**src/rtl/core/adsr_pkg.sv**
```systemverilog
// Shared types, codes and helpers for the envelope generator.
package adsr_pkg;

  localparam logic [15:0] UNITY = 16'h8000;

  typedef enum logic [1:0] {
    KIND_TICK    = 2'd0,
    KIND_TRIGGER = 2'd1,
    KIND_RELEASE = 2'd2,
    KIND_WRITE   = 2'd3
  } kind_t;

  typedef enum logic [2:0] {
    CFG_ENV_MODE    = 3'd0,
    CFG_ATTACK      = 3'd1,
    CFG_DECAY       = 3'd2,
    CFG_SUSTAIN     = 3'd3,
    CFG_RELEASE     = 3'd4,
    CFG_STAGE_COUNT = 3'd5,
    CFG_HOLD_STAGE  = 3'd6
  } cfg_index_t;

  typedef struct packed {
    logic [1:0]  kind;
    logic [15:0] velocity;
    logic [3:0]  stage_index;
    logic [23:0] stage_samples;
    logic [15:0] stage_level;
  } in_item_t;

  typedef struct packed {
    logic [15:0] level;
    logic        active;
  } out_item_t;

  // Clamp a level to full scale.
  function automatic logic [15:0] sat_level(input logic [16:0] v);
    sat_level = (v > 17'(UNITY)) ? UNITY : v[15:0];
  endfunction

endpackage

```
**src/rtl/core/adsr_ram.sv**
```systemverilog
// Generic single-write, single-read RAM with registered read data.
module adsr_ram #(
  parameter int W = 8,
  parameter int D = 16
) (
  input  logic                 clk,
  input  logic                 we,
  input  logic [$clog2(D)-1:0] waddr,
  input  logic [W-1:0]         wdata,
  input  logic [$clog2(D)-1:0] raddr,
  output logic [W-1:0]         rdata
);

  logic [W-1:0] mem [D];

  always_ff @(posedge clk) begin
    if (we) begin
      mem[waddr] <= wdata;
    end
    rdata <= mem[raddr];
  end

endmodule

```
**src/rtl/core/adsr_div.sv**
```systemverilog
// Restoring divider: 15-bit fraction num * 2^15 / den, num < den, one bit a cycle.
module adsr_div #(
  parameter int W = 24
) (
  input  logic         clk,
  input  logic         rst,
  input  logic         start,
  input  logic [W-1:0] num,
  input  logic [W-1:0] den,
  output logic         done,
  output logic [14:0]  q
);

  logic         busy;
  logic [3:0]   cnt;
  logic [W-1:0] rem;
  logic [W-1:0] den_r;
  logic [W:0]   sh;

  assign sh   = {rem, 1'b0};
  assign done = busy && (cnt == 4'd0);

  always_ff @(posedge clk) begin
    if (rst) begin
      busy <= 1'b0;
      cnt  <= 4'd0;
    end else if (start) begin
      busy  <= 1'b1;
      cnt   <= 4'd15;
      rem   <= num;
      den_r <= den;
    end else if (busy) begin
      if (cnt == 4'd0) begin
        busy <= 1'b0;
      end else begin
        cnt <= cnt - 4'd1;
        if (sh >= {1'b0, den_r}) begin
          rem <= W'(sh - {1'b0, den_r});
          q   <= {q[13:0], 1'b1};
        end else begin
          rem <= sh[W-1:0];
          q   <= {q[13:0], 1'b0};
        end
      end
    end
  end

endmodule

```
**src/rtl/core/adsr_multistage_envelope_core.sv**
```systemverilog
// Envelope generator top level: ADSR and multistage table envelopes.
//
//   channel | direction | handshake          | payload
//   --------+-----------+--------------------+-------------------------------
//   in      | input     | in_valid/in_ready  | in_data  (tick/trigger/release/write)
//   out     | output    | out_valid/out_ready| out_data (level, active)
//   cfg     | input     | cfg_we             | cfg_index, cfg_data
//
// Trigger, release and stage write items are handled in the idle state and
// leave the input open. A tick holds the input closed until its result is
// loaded; in ADSR mode it may wait on the fraction divider, and in multistage
// mode also on a stage RAM read for each stage passed. Reset clears all control
// state; the stage table holds undefined values until written. A finished
// result waits in the output register while the next item is taken; a tick
// result stalls only if the previous one is still untaken.
module adsr_multistage_envelope_core
  import adsr_pkg::*;
#(
  parameter int MAX_STAGES   = 16,
  parameter int COUNTER_BITS = 32,
  parameter int TIME_BITS    = 24
) (
  input  logic        clk,
  input  logic        rst,
  input  logic        in_valid,
  output logic        in_ready,
  input  in_item_t    in_data,
  output logic        out_valid,
  input  logic        out_ready,
  output out_item_t   out_data,
  input  logic        cfg_we,
  input  logic [2:0]  cfg_index,
  input  logic [23:0] cfg_data
);

  localparam int CB = COUNTER_BITS;
  localparam int TB = TIME_BITS;
  localparam int AW = $clog2(MAX_STAGES);
  localparam int CW = $clog2(MAX_STAGES + 1);
  localparam int SW = ((CW > 5) ? CW : 5) + 1;
  localparam int WW = ((CB > TB) ? CB : TB) + 2;

  typedef enum logic [3:0] {
    S_IDLE, S_ADSR, S_DIV, S_MULQ, S_MUL1, S_FIN1,
    S_MS0, S_MSRD, S_MSCHK, S_VEL, S_OUT
  } state_t;

  typedef enum logic [1:0] { PH_ATT, PH_DEC, PH_REL, PH_STG } phase_t;

  state_t state;
  phase_t ph;

  // configuration
  logic          env_mode;
  logic [TB-1:0] attack_samples, decay_samples, release_samples;
  logic [15:0]   sus_cfg;
  logic [4:0]    stage_count, hold_stage;
  logic [TB-1:0] snap_a, snap_d, snap_r;
  logic [15:0]   snap_s;

  // envelope state
  logic [CB-1:0] sample_counter, start_sample, rel_mark, seg_mark, now;
  logic          release_pending, running;
  logic [15:0]   held_velocity, level_at_trigger, level_at_release, current_level;
  logic [CW-1:0] stg_idx;
  logic [15:0]   seg_base;
  logic [15:0]   env, target;
  logic [14:0]   q;
  logic [45:0]   prod;

  logic          in_fire;
  logic [31:0]   cfg32, samp32, idx32;

  // table RAM
  logic              ram_we;
  logic [AW-1:0]     ram_waddr;
  logic [TB+15:0]    ram_wdata, ram_rdata;
  logic [TB-1:0]     rd_t;
  logic [15:0]       rd_l;

  // divider
  logic          div_start, div_done;
  logic [TB-1:0] div_num, div_den;
  logic [14:0]   div_q;

  // shared multiplier
  logic [29:0] mul_a;
  logic [15:0] mul_b;
  logic        mul_en;

  // timing and stage compares
  logic [WW-1:0] e_w, r_w, ad_w, em_w, t_w;
  logic [SW-1:0] cnt_x, sc_x, hold_x, cs_x, cs1_x;
  logic          has_hold, up;
  logic [15:0]   diff;
  logic [16:0]   fin;

  assign in_ready = (state == S_IDLE);
  assign in_fire  = in_valid && in_ready;
  assign cfg32    = 32'(cfg_data);
  assign samp32   = 32'(in_data.stage_samples);
  assign idx32    = 32'(in_data.stage_index);

  assign e_w  = WW'(CB'(now - start_sample));
  assign r_w  = WW'(CB'(now - rel_mark));
  assign em_w = WW'(CB'(now - seg_mark));
  assign ad_w = WW'(snap_a) + WW'(snap_d);
  assign rd_t = ram_rdata[TB+15:16];
  assign rd_l = ram_rdata[15:0];
  assign t_w  = WW'(rd_t);

  assign sc_x     = SW'(stage_count);
  assign cnt_x    = (sc_x > SW'(MAX_STAGES)) ? SW'(MAX_STAGES) : sc_x;
  assign hold_x   = SW'(hold_stage);
  assign cs_x     = SW'(stg_idx);
  assign cs1_x    = cs_x + SW'(1);
  assign has_hold = hold_x < cnt_x;

  assign up   = target >= seg_base;
  assign diff = up ? (target - seg_base) : (seg_base - target);

  // stage writes happen only in idle, read data is used only during a tick: no overlap
  assign ram_we    = in_fire && (in_data.kind == KIND_WRITE) && (idx32 < 32'(MAX_STAGES));
  assign ram_waddr = idx32[AW-1:0];
  assign ram_wdata = {samp32[TB-1:0], sat_level({1'b0, in_data.stage_level})};

  adsr_ram #(.W(TB + 16), .D(MAX_STAGES)) u_ram (
    .clk  (clk),
    .we   (ram_we),
    .waddr(ram_waddr),
    .wdata(ram_wdata),
    .raddr(stg_idx[AW-1:0]),
    .rdata(ram_rdata)
  );

  adsr_div #(.W(TB)) u_div (
    .clk  (clk),
    .rst  (rst),
    .start(div_start),
    .num  (div_num),
    .den  (div_den),
    .done (div_done),
    .q    (div_q)
  );

  // divider launch: pick the elapsed time and length for the phase
  always_comb begin
    div_start = 1'b0;
    div_num   = '0;
    div_den   = '0;
    if (state == S_ADSR) begin
      if (release_pending) begin
        div_start = (r_w < WW'(snap_r));
        div_num   = r_w[TB-1:0];
        div_den   = snap_r;
      end else if (e_w < WW'(snap_a)) begin
        div_start = 1'b1;
        div_num   = e_w[TB-1:0];
        div_den   = snap_a;
      end else if (e_w < ad_w) begin
        div_start = 1'b1;
        div_num   = TB'(e_w - WW'(snap_a));
        div_den   = snap_d;
      end
    end else if (state == S_MSCHK) begin
      div_start = (em_w < t_w);
      div_num   = em_w[TB-1:0];
      div_den   = rd_t;
    end
  end

  // multiplier operands per step
  always_comb begin
    mul_en = 1'b1;
    mul_a  = '0;
    mul_b  = '0;
    case (state)
      S_MULQ: begin
        mul_a = 30'(q);
        mul_b = 16'(q);
      end
      S_MUL1: begin
        case (ph)
          PH_ATT: begin
            mul_a = prod[29:0];
            mul_b = UNITY - level_at_trigger;
          end
          PH_DEC: begin
            mul_a = 30'(q);
            mul_b = UNITY - snap_s;
          end
          PH_REL: begin
            mul_a = 30'(UNITY - 16'(q));
            mul_b = level_at_release;
          end
          default: begin
            mul_a = 30'(q);
            mul_b = diff;
          end
        endcase
      end
      S_VEL: begin
        mul_a = 30'(env);
        mul_b = held_velocity;
      end
      default: mul_en = 1'b0;
    endcase
  end

  // combine the product into the envelope level
  always_comb begin
    case (ph)
      PH_ATT:  fin = 17'(level_at_trigger) + 17'(prod[45:30]);
      PH_DEC:  fin = 17'(UNITY) - 17'(prod[30:15]);
      PH_REL:  fin = 17'(prod[30:15]);
      default: fin = up ? (17'(seg_base) + 17'(prod[30:15]))
                        : (17'(seg_base) - 17'(prod[30:15]));
    endcase
  end

  always_ff @(posedge clk) begin
    if (rst) begin
      state            <= S_IDLE;
      ph               <= PH_ATT;
      out_valid        <= 1'b0;
      env_mode         <= 1'b0;
      attack_samples   <= '0;
      decay_samples    <= '0;
      sus_cfg          <= UNITY;
      release_samples  <= '0;
      stage_count      <= 5'd0;
      hold_stage       <= 5'd16;
      snap_a           <= '0;
      snap_d           <= '0;
      snap_s           <= UNITY;
      snap_r           <= '0;
      sample_counter   <= '0;
      start_sample     <= '0;
      rel_mark         <= '0;
      release_pending  <= 1'b0;
      running          <= 1'b0;
      held_velocity    <= UNITY;
      level_at_trigger <= '0;
      level_at_release <= '0;
      current_level    <= '0;
      stg_idx          <= '0;
      seg_mark         <= '0;
      seg_base         <= '0;
    end else begin
      // load a finished result when the output register is free, drop it once taken
      if ((state == S_OUT) && (!out_valid || out_ready)) begin
        out_valid <= 1'b1;
      end else if (out_ready) begin
        out_valid <= 1'b0;
      end
      if (mul_en) begin
        prod <= 46'(mul_a) * 46'(mul_b);
      end

      if (cfg_we) begin
        case (cfg_index)
          CFG_ENV_MODE:    env_mode        <= cfg_data[0];
          CFG_ATTACK:      attack_samples  <= cfg32[TB-1:0];
          CFG_DECAY:       decay_samples   <= cfg32[TB-1:0];
          CFG_SUSTAIN:     sus_cfg         <= cfg_data[15:0];
          CFG_RELEASE:     release_samples <= cfg32[TB-1:0];
          CFG_STAGE_COUNT: stage_count     <= cfg_data[4:0];
          CFG_HOLD_STAGE:  hold_stage      <= cfg_data[4:0];
          default: ;
        endcase
      end

      case (state)
        S_IDLE: begin
          if (in_fire) begin
            case (in_data.kind)
              KIND_TICK: begin
                now            <= sample_counter;
                sample_counter <= sample_counter + CB'(1);
                if (!running) begin
                  env   <= '0;
                  state <= S_VEL;
                end else if (env_mode) begin
                  state <= S_MS0;
                end else begin
                  state <= S_ADSR;
                end
              end
              KIND_TRIGGER: begin
                snap_a           <= attack_samples;
                snap_d           <= decay_samples;
                snap_s           <= sat_level({1'b0, sus_cfg});
                snap_r           <= release_samples;
                level_at_trigger <= running ? current_level : 16'd0;
                start_sample     <= sample_counter;
                release_pending  <= 1'b0;
                held_velocity    <= sat_level({1'b0, in_data.velocity});
                running          <= 1'b1;
                if (env_mode) begin
                  stg_idx  <= '0;
                  seg_mark <= sample_counter;
                  seg_base <= running ? current_level : 16'd0;
                end
              end
              KIND_RELEASE: begin
                if (running && !release_pending) begin
                  rel_mark         <= sample_counter;
                  level_at_release <= current_level;
                  release_pending  <= 1'b1;
                end
              end
              default: ;
            endcase
          end
        end

        S_ADSR: begin
          if (release_pending) begin
            if (r_w >= WW'(snap_r)) begin
              running       <= 1'b0;
              env           <= '0;
              current_level <= '0;
              state         <= S_VEL;
            end else begin
              ph    <= PH_REL;
              state <= S_DIV;
            end
          end else if (e_w < WW'(snap_a)) begin
            ph    <= PH_ATT;
            state <= S_DIV;
          end else if (e_w < ad_w) begin
            ph    <= PH_DEC;
            state <= S_DIV;
          end else begin
            // sustain; a zero sustain ends the envelope
            if (snap_s == 16'd0) begin
              running <= 1'b0;
            end
            env           <= snap_s;
            current_level <= snap_s;
            state         <= S_VEL;
          end
        end

        S_DIV: begin
          if (div_done) begin
            q     <= div_q;
            state <= (ph == PH_ATT) ? S_MULQ : S_MUL1;
          end
        end

        S_MULQ: state <= S_MUL1;
        S_MUL1: state <= S_FIN1;

        S_FIN1: begin
          env           <= sat_level(fin);
          current_level <= sat_level(fin);
          state         <= S_VEL;
        end

        S_MS0: begin
          if (cnt_x == '0) begin
            running <= 1'b0;
            env     <= '0;
            state   <= S_VEL;
          end else if (cs_x >= cnt_x) begin
            running       <= 1'b0;
            current_level <= '0;
            env           <= '0;
            state         <= S_VEL;
          end else if (release_pending && has_hold && (cs_x <= hold_x) && (cs1_x < cnt_x)) begin
            // jump past the held stage
            stg_idx  <= CW'(hold_x + SW'(1));
            seg_mark <= now;
            seg_base <= current_level;
            if (hold_x + SW'(1) >= cnt_x) begin
              running       <= 1'b0;
              current_level <= '0;
              env           <= '0;
              state         <= S_VEL;
            end else begin
              state <= S_MSRD;
            end
          end else begin
            state <= S_MSRD;
          end
        end

        S_MSRD: state <= S_MSCHK;

        S_MSCHK: begin
          target <= rd_l;
          if (em_w >= t_w) begin
            if (has_hold && (cs_x == hold_x) && !release_pending) begin
              current_level <= rd_l;
              env           <= rd_l;
              state         <= S_VEL;
            end else if (cs1_x >= cnt_x) begin
              stg_idx       <= CW'(cs1_x);
              running       <= 1'b0;
              current_level <= '0;
              env           <= '0;
              state         <= S_VEL;
            end else begin
              // advance to the next stage and read it
              stg_idx  <= CW'(cs1_x);
              seg_mark <= seg_mark + CB'(rd_t);
              seg_base <= rd_l;
              state    <= S_MSRD;
            end
          end else begin
            ph    <= PH_STG;
            state <= S_DIV;
          end
        end

        S_VEL: state <= S_OUT;

        S_OUT: begin
          if (!out_valid || out_ready) begin
            out_data.level  <= sat_level(prod[31:15]);
            out_data.active <= running;
            state           <= S_IDLE;
          end
        end

        default: state <= S_IDLE;
      endcase
    end
  end

endmodule

```
**config.mk**
```make
export PLATFORM = sky130hd
export DESIGN_NAME = adsr_multistage_envelope_core
export DESIGN_NICKNAME = d
export VERILOG_FILES = /design/src/rtl/core/adsr_pkg.sv /design/src/rtl/core/adsr_ram.sv /design/src/rtl/core/adsr_div.sv /design/src/rtl/core/adsr_multistage_envelope_core.sv
export SDC_FILE = /design/constraint.sdc
export NUM_CORES = 2
export LEC_CHECK = 0
export BUFFER_PORTS_ARGS = -buffer_cell sky130_fd_sc_hd__clkbuf_2
export CAP_MARGIN = 10
export CORE_AREA = 2 2 389 391
export CTS_BUF_LIST = sky130_fd_sc_hd__clkbuf_8
export DETAILED_ROUTE_END_ITERATION = 16
export DIE_AREA = 0 0 391 393
export PLACE_DENSITY_LB_ADDON = 0.25
export SLEW_MARGIN = 0
export SYNTH_ARGS = -nofsm -noshare
export SYNTH_HDL_FRONTEND = slang
export SYNTH_SLANG_ARGS = --single-unit
```
**constraint.sdc**
```tcl
create_clock -name clk -period 16.2 [get_ports clk]
set_clock_uncertainty 0.1 [all_clocks]
set_input_delay 0.81 -clock clk [delete_from_list [all_inputs] [get_ports clk]]
set_output_delay 0.81 -clock clk [all_outputs]
set_load 0.01 [all_outputs]
```
==> out/metrics.yaml <==
async_flop_share: 0
drt-total-wl_um: 245000
postCtsResizedCells: 0
r2r_slack_ps: 4810
synth_cell_types: 96
setup_ws_ps: 4810
pin_count: 113
tns_ps: 0
hold_class: "input port to flop"
grt_pass1_wl_um: 368000
ir_drop_v: 0.000119
syn2layout_area_growth_pct: 8.68
cp_max_fo: 43
clk_pin_slew_ps: 60
cts_max_level: 4
multiInputGateArea_um2: 43400
crit_slowest_cell: "a311oi_1"
syn_nets: 8841
grt.overflow.total: 0
critPathCaptureType: "flop"
core_area_um2: 149000
outcome: "complete, no violations"
drive_gt1_frac: 0.105
r2r_end: "prod[45]$_DFFE_PP_"
worstPathRequired_ps: 16820
finalCritPeriodShare: 0.703
gp_congestion: 1.04
clock.fmax_mhz: 87.8
ys.flop_type: "edfxtp_1"
worstSetupPathType: "flop to flop"
dieArea_um2: 154000
finalPower_mw: 9.69
clockBufferDepth: 3
crit_path_start_kind: "flop"
grt_pass1_vias: 60300
holdCritStartpoint: "cfg_data[3]"
max_cap_violations: 0
vias: 62800
rsz0062_at_grt: "false"
start_util: 0.549
reg2reg_depth: 37
layout_common_cells: "1,032 x nand2_1, 845 x edfxtp_1, 808 x inv_1, 668 x a21oi_1, 496 x nor2_1"
drt-pass1-iter-count: 7
final_common_cell: "nand2_1"
synth_edf_count: 845
p_leak_nw: 33.8
dpl.hpwl_um: 174000
synth_seq_area_share: 0.421
power.density_nw_per_um2: 109
syn_area_um2: 81900
vias_per_cell: 6.25
drc_errors: 0
grt_antenna_before_repair: 13
maxUsedRoutingLayer: "met5"
final-seq-area_um2: 34500
die_y_um: 393
dieWidth_um: 391
relSlewSlack: 0.138
whs_endpoint: "attack_samples[3]$_SDFFE_PP0P_"
num-fill-cells: 12400
rows: 142
dr_wl_met3_um: 25300
max_stage_delay_ps: 820
min_period_ps: 11390
grt_max_degree: 95
port_buffers: 112
arrival_ps: 12000
fin_nets: 8888
syn_inst: 7872
first_iter_violations: 7265
synth.avg_cell_area_um2: 10.4
wl_per_cell_um: 24.4
hold-path-cell-count: 3
wl_met1_um: 102000
cts-root-buf: "clkbuf_8"
met2_length_um: 109000
grtUsageTotal: 0.318
cts_tree: "done"
synth-seq-cells: 1299
worst_pin_slew_ps: 1290
timing.rr.start: "seg_base[1]$_SDFFE_PP0P_"
ant_nets: 0
setup_viol: 0
insertion_delay_ps: 970
yosysWarnings: 0
pre_cts_ws_ps: 5250
post-route-util: 0.596
hold_violations: 0
slew_viol_final: 0
crit_path_frequent_cell: "fa_1"
crit_path_start: "seg_base[1]$_SDFFE_PP0P_"
cts.sinks: 1299
numCtsBuffers: 210
## cell usage after synthesis, types with 41 or more instances
cell	number	share of area
and2_1	76	0.0058
nand2b_1	100	0.0076
a221oi_1	41	0.0044
ha_1	474	0.072
a211oi_1	73	0.0067
and3_1	58	0.0044
inv_1	738	0.034
nor3_1	115	0.0070
nand2_1	1033	0.047
xor2_1	109	0.012
edfxtp_1	845	0.31
o21a_1	63	0.0058
fa_1	401	0.098
mux4_2	206	0.057
a21oi_1	670	0.041
nor2_1	512	0.023
a22oi_1	67	0.0061
xnor2_1	192	0.021
a21o_1	127	0.012
nor2b_1	83	0.0063
clkbuf_1	326	0.015
nand3_1	120	0.0073
nand4_1	76	0.0058
o21ai_0	253	0.015
dfxtp_1	454	0.11
mux2i_1	49	0.0060
## state kept, by name (all words and copies together) (netlist names), 32 cells and up
| name | cells |
|---|---|
| u_ram.mem | 640 |
| prod | 46 |
| u_ram.rdata | 40 |
| now | 32 |
| rel_mark | 32 |
| sample_counter | 32 |
| seg_mark | 32 |
| start_sample | 32 |
## worst max path at each step
| stage | to |
|---|---|
| after detailed placement | prod[45]$_DFFE_PP_ |
| after floorplan | prod[45]$_DFFE_PP_ |
| after global placement | prod[45]$_DFFE_PP_ |
| final | prod[45]$_DFFE_PP_ |
| after CTS | prod[45]$_DFFE_PP_ |
| after global routing | prod[45]$_DFFE_PP_ |
## worst max-delay path, delay by kind of cell, from the launching register on
family,cells,cell delay [ps]
simple gates,7,1150
buf+inv,6,1180
fa+ha+maj,8,3620
compound gates,14,4350
xor+xnor,2,280
flops,1,480
## what timing repair did
item                                   CTS  global route
hold buffers                            11             0
setup endpoints to repair                0             0
endpoints found under the hold margin   27             0
setup buffers                            0             0
## kinds of logic (layout without fill, tap and decap cells)
group                      count (synthesis)  after routing  share of synthesized area
muxes                                    278            278                     0.0658
and+or+nand+nor                         2311           2311                      0.127
AOI/OAI and AO/OA                       1677           1677                      0.131
buffers and inverters                   1131           1360                     0.0527
adders and majority gates                875            875                      0.170
xor gates and xnor gates                 301            301                     0.0322
DFF                                     1299           1299                      0.421
other                                      0              5                          0
## metal layers
| metal | track usage | vias up |
|---|---|---|
| li1 | - | 27900 |
| met1 | 0.452 | 31000 |
| met2 | 0.482 | 3370 |
| met3 | 0.0647 | 536 |
| met4 | 0.117 | 8 |
| met5 | 0 | - |
## stage by stage
step           area (um2)  hold WS (ps)  cells
5_1_grt             89000          44.1  10000
4_1_cts             89000          1.20  10000
3_5_place_dp        84400           331   9640
6_report            89000          96.5  10100
3_3_place_gp        84400           305   9640
2_1_floorplan       81900           300   7872
## final cells by class
type / count / area share
clock buffers: 239 / 0.0370
well taps: 1944 / 0.0273
repair buffers: 225 / 0.0163
flip-flops and latches: 1299 / 0.387
multi-input cells: 5442 / 0.488
diodes: 5 / 0.000141
inverters: 741 / 0.0313
clock inverters: 155 / 0.0130
## power breakdown
| part | total, mW | switching (mW) | internal (mW) |
|---|---|---|---|
| clock network | 2.95 | 1.41 | 1.54 |
| registers | 3.94 | 0.252 | 3.69 |
| logic | 2.81 | 1.68 | 1.13 |
| total | 9.69 | 3.34 | 6.35 |
(Power assumes the default switching activity.)
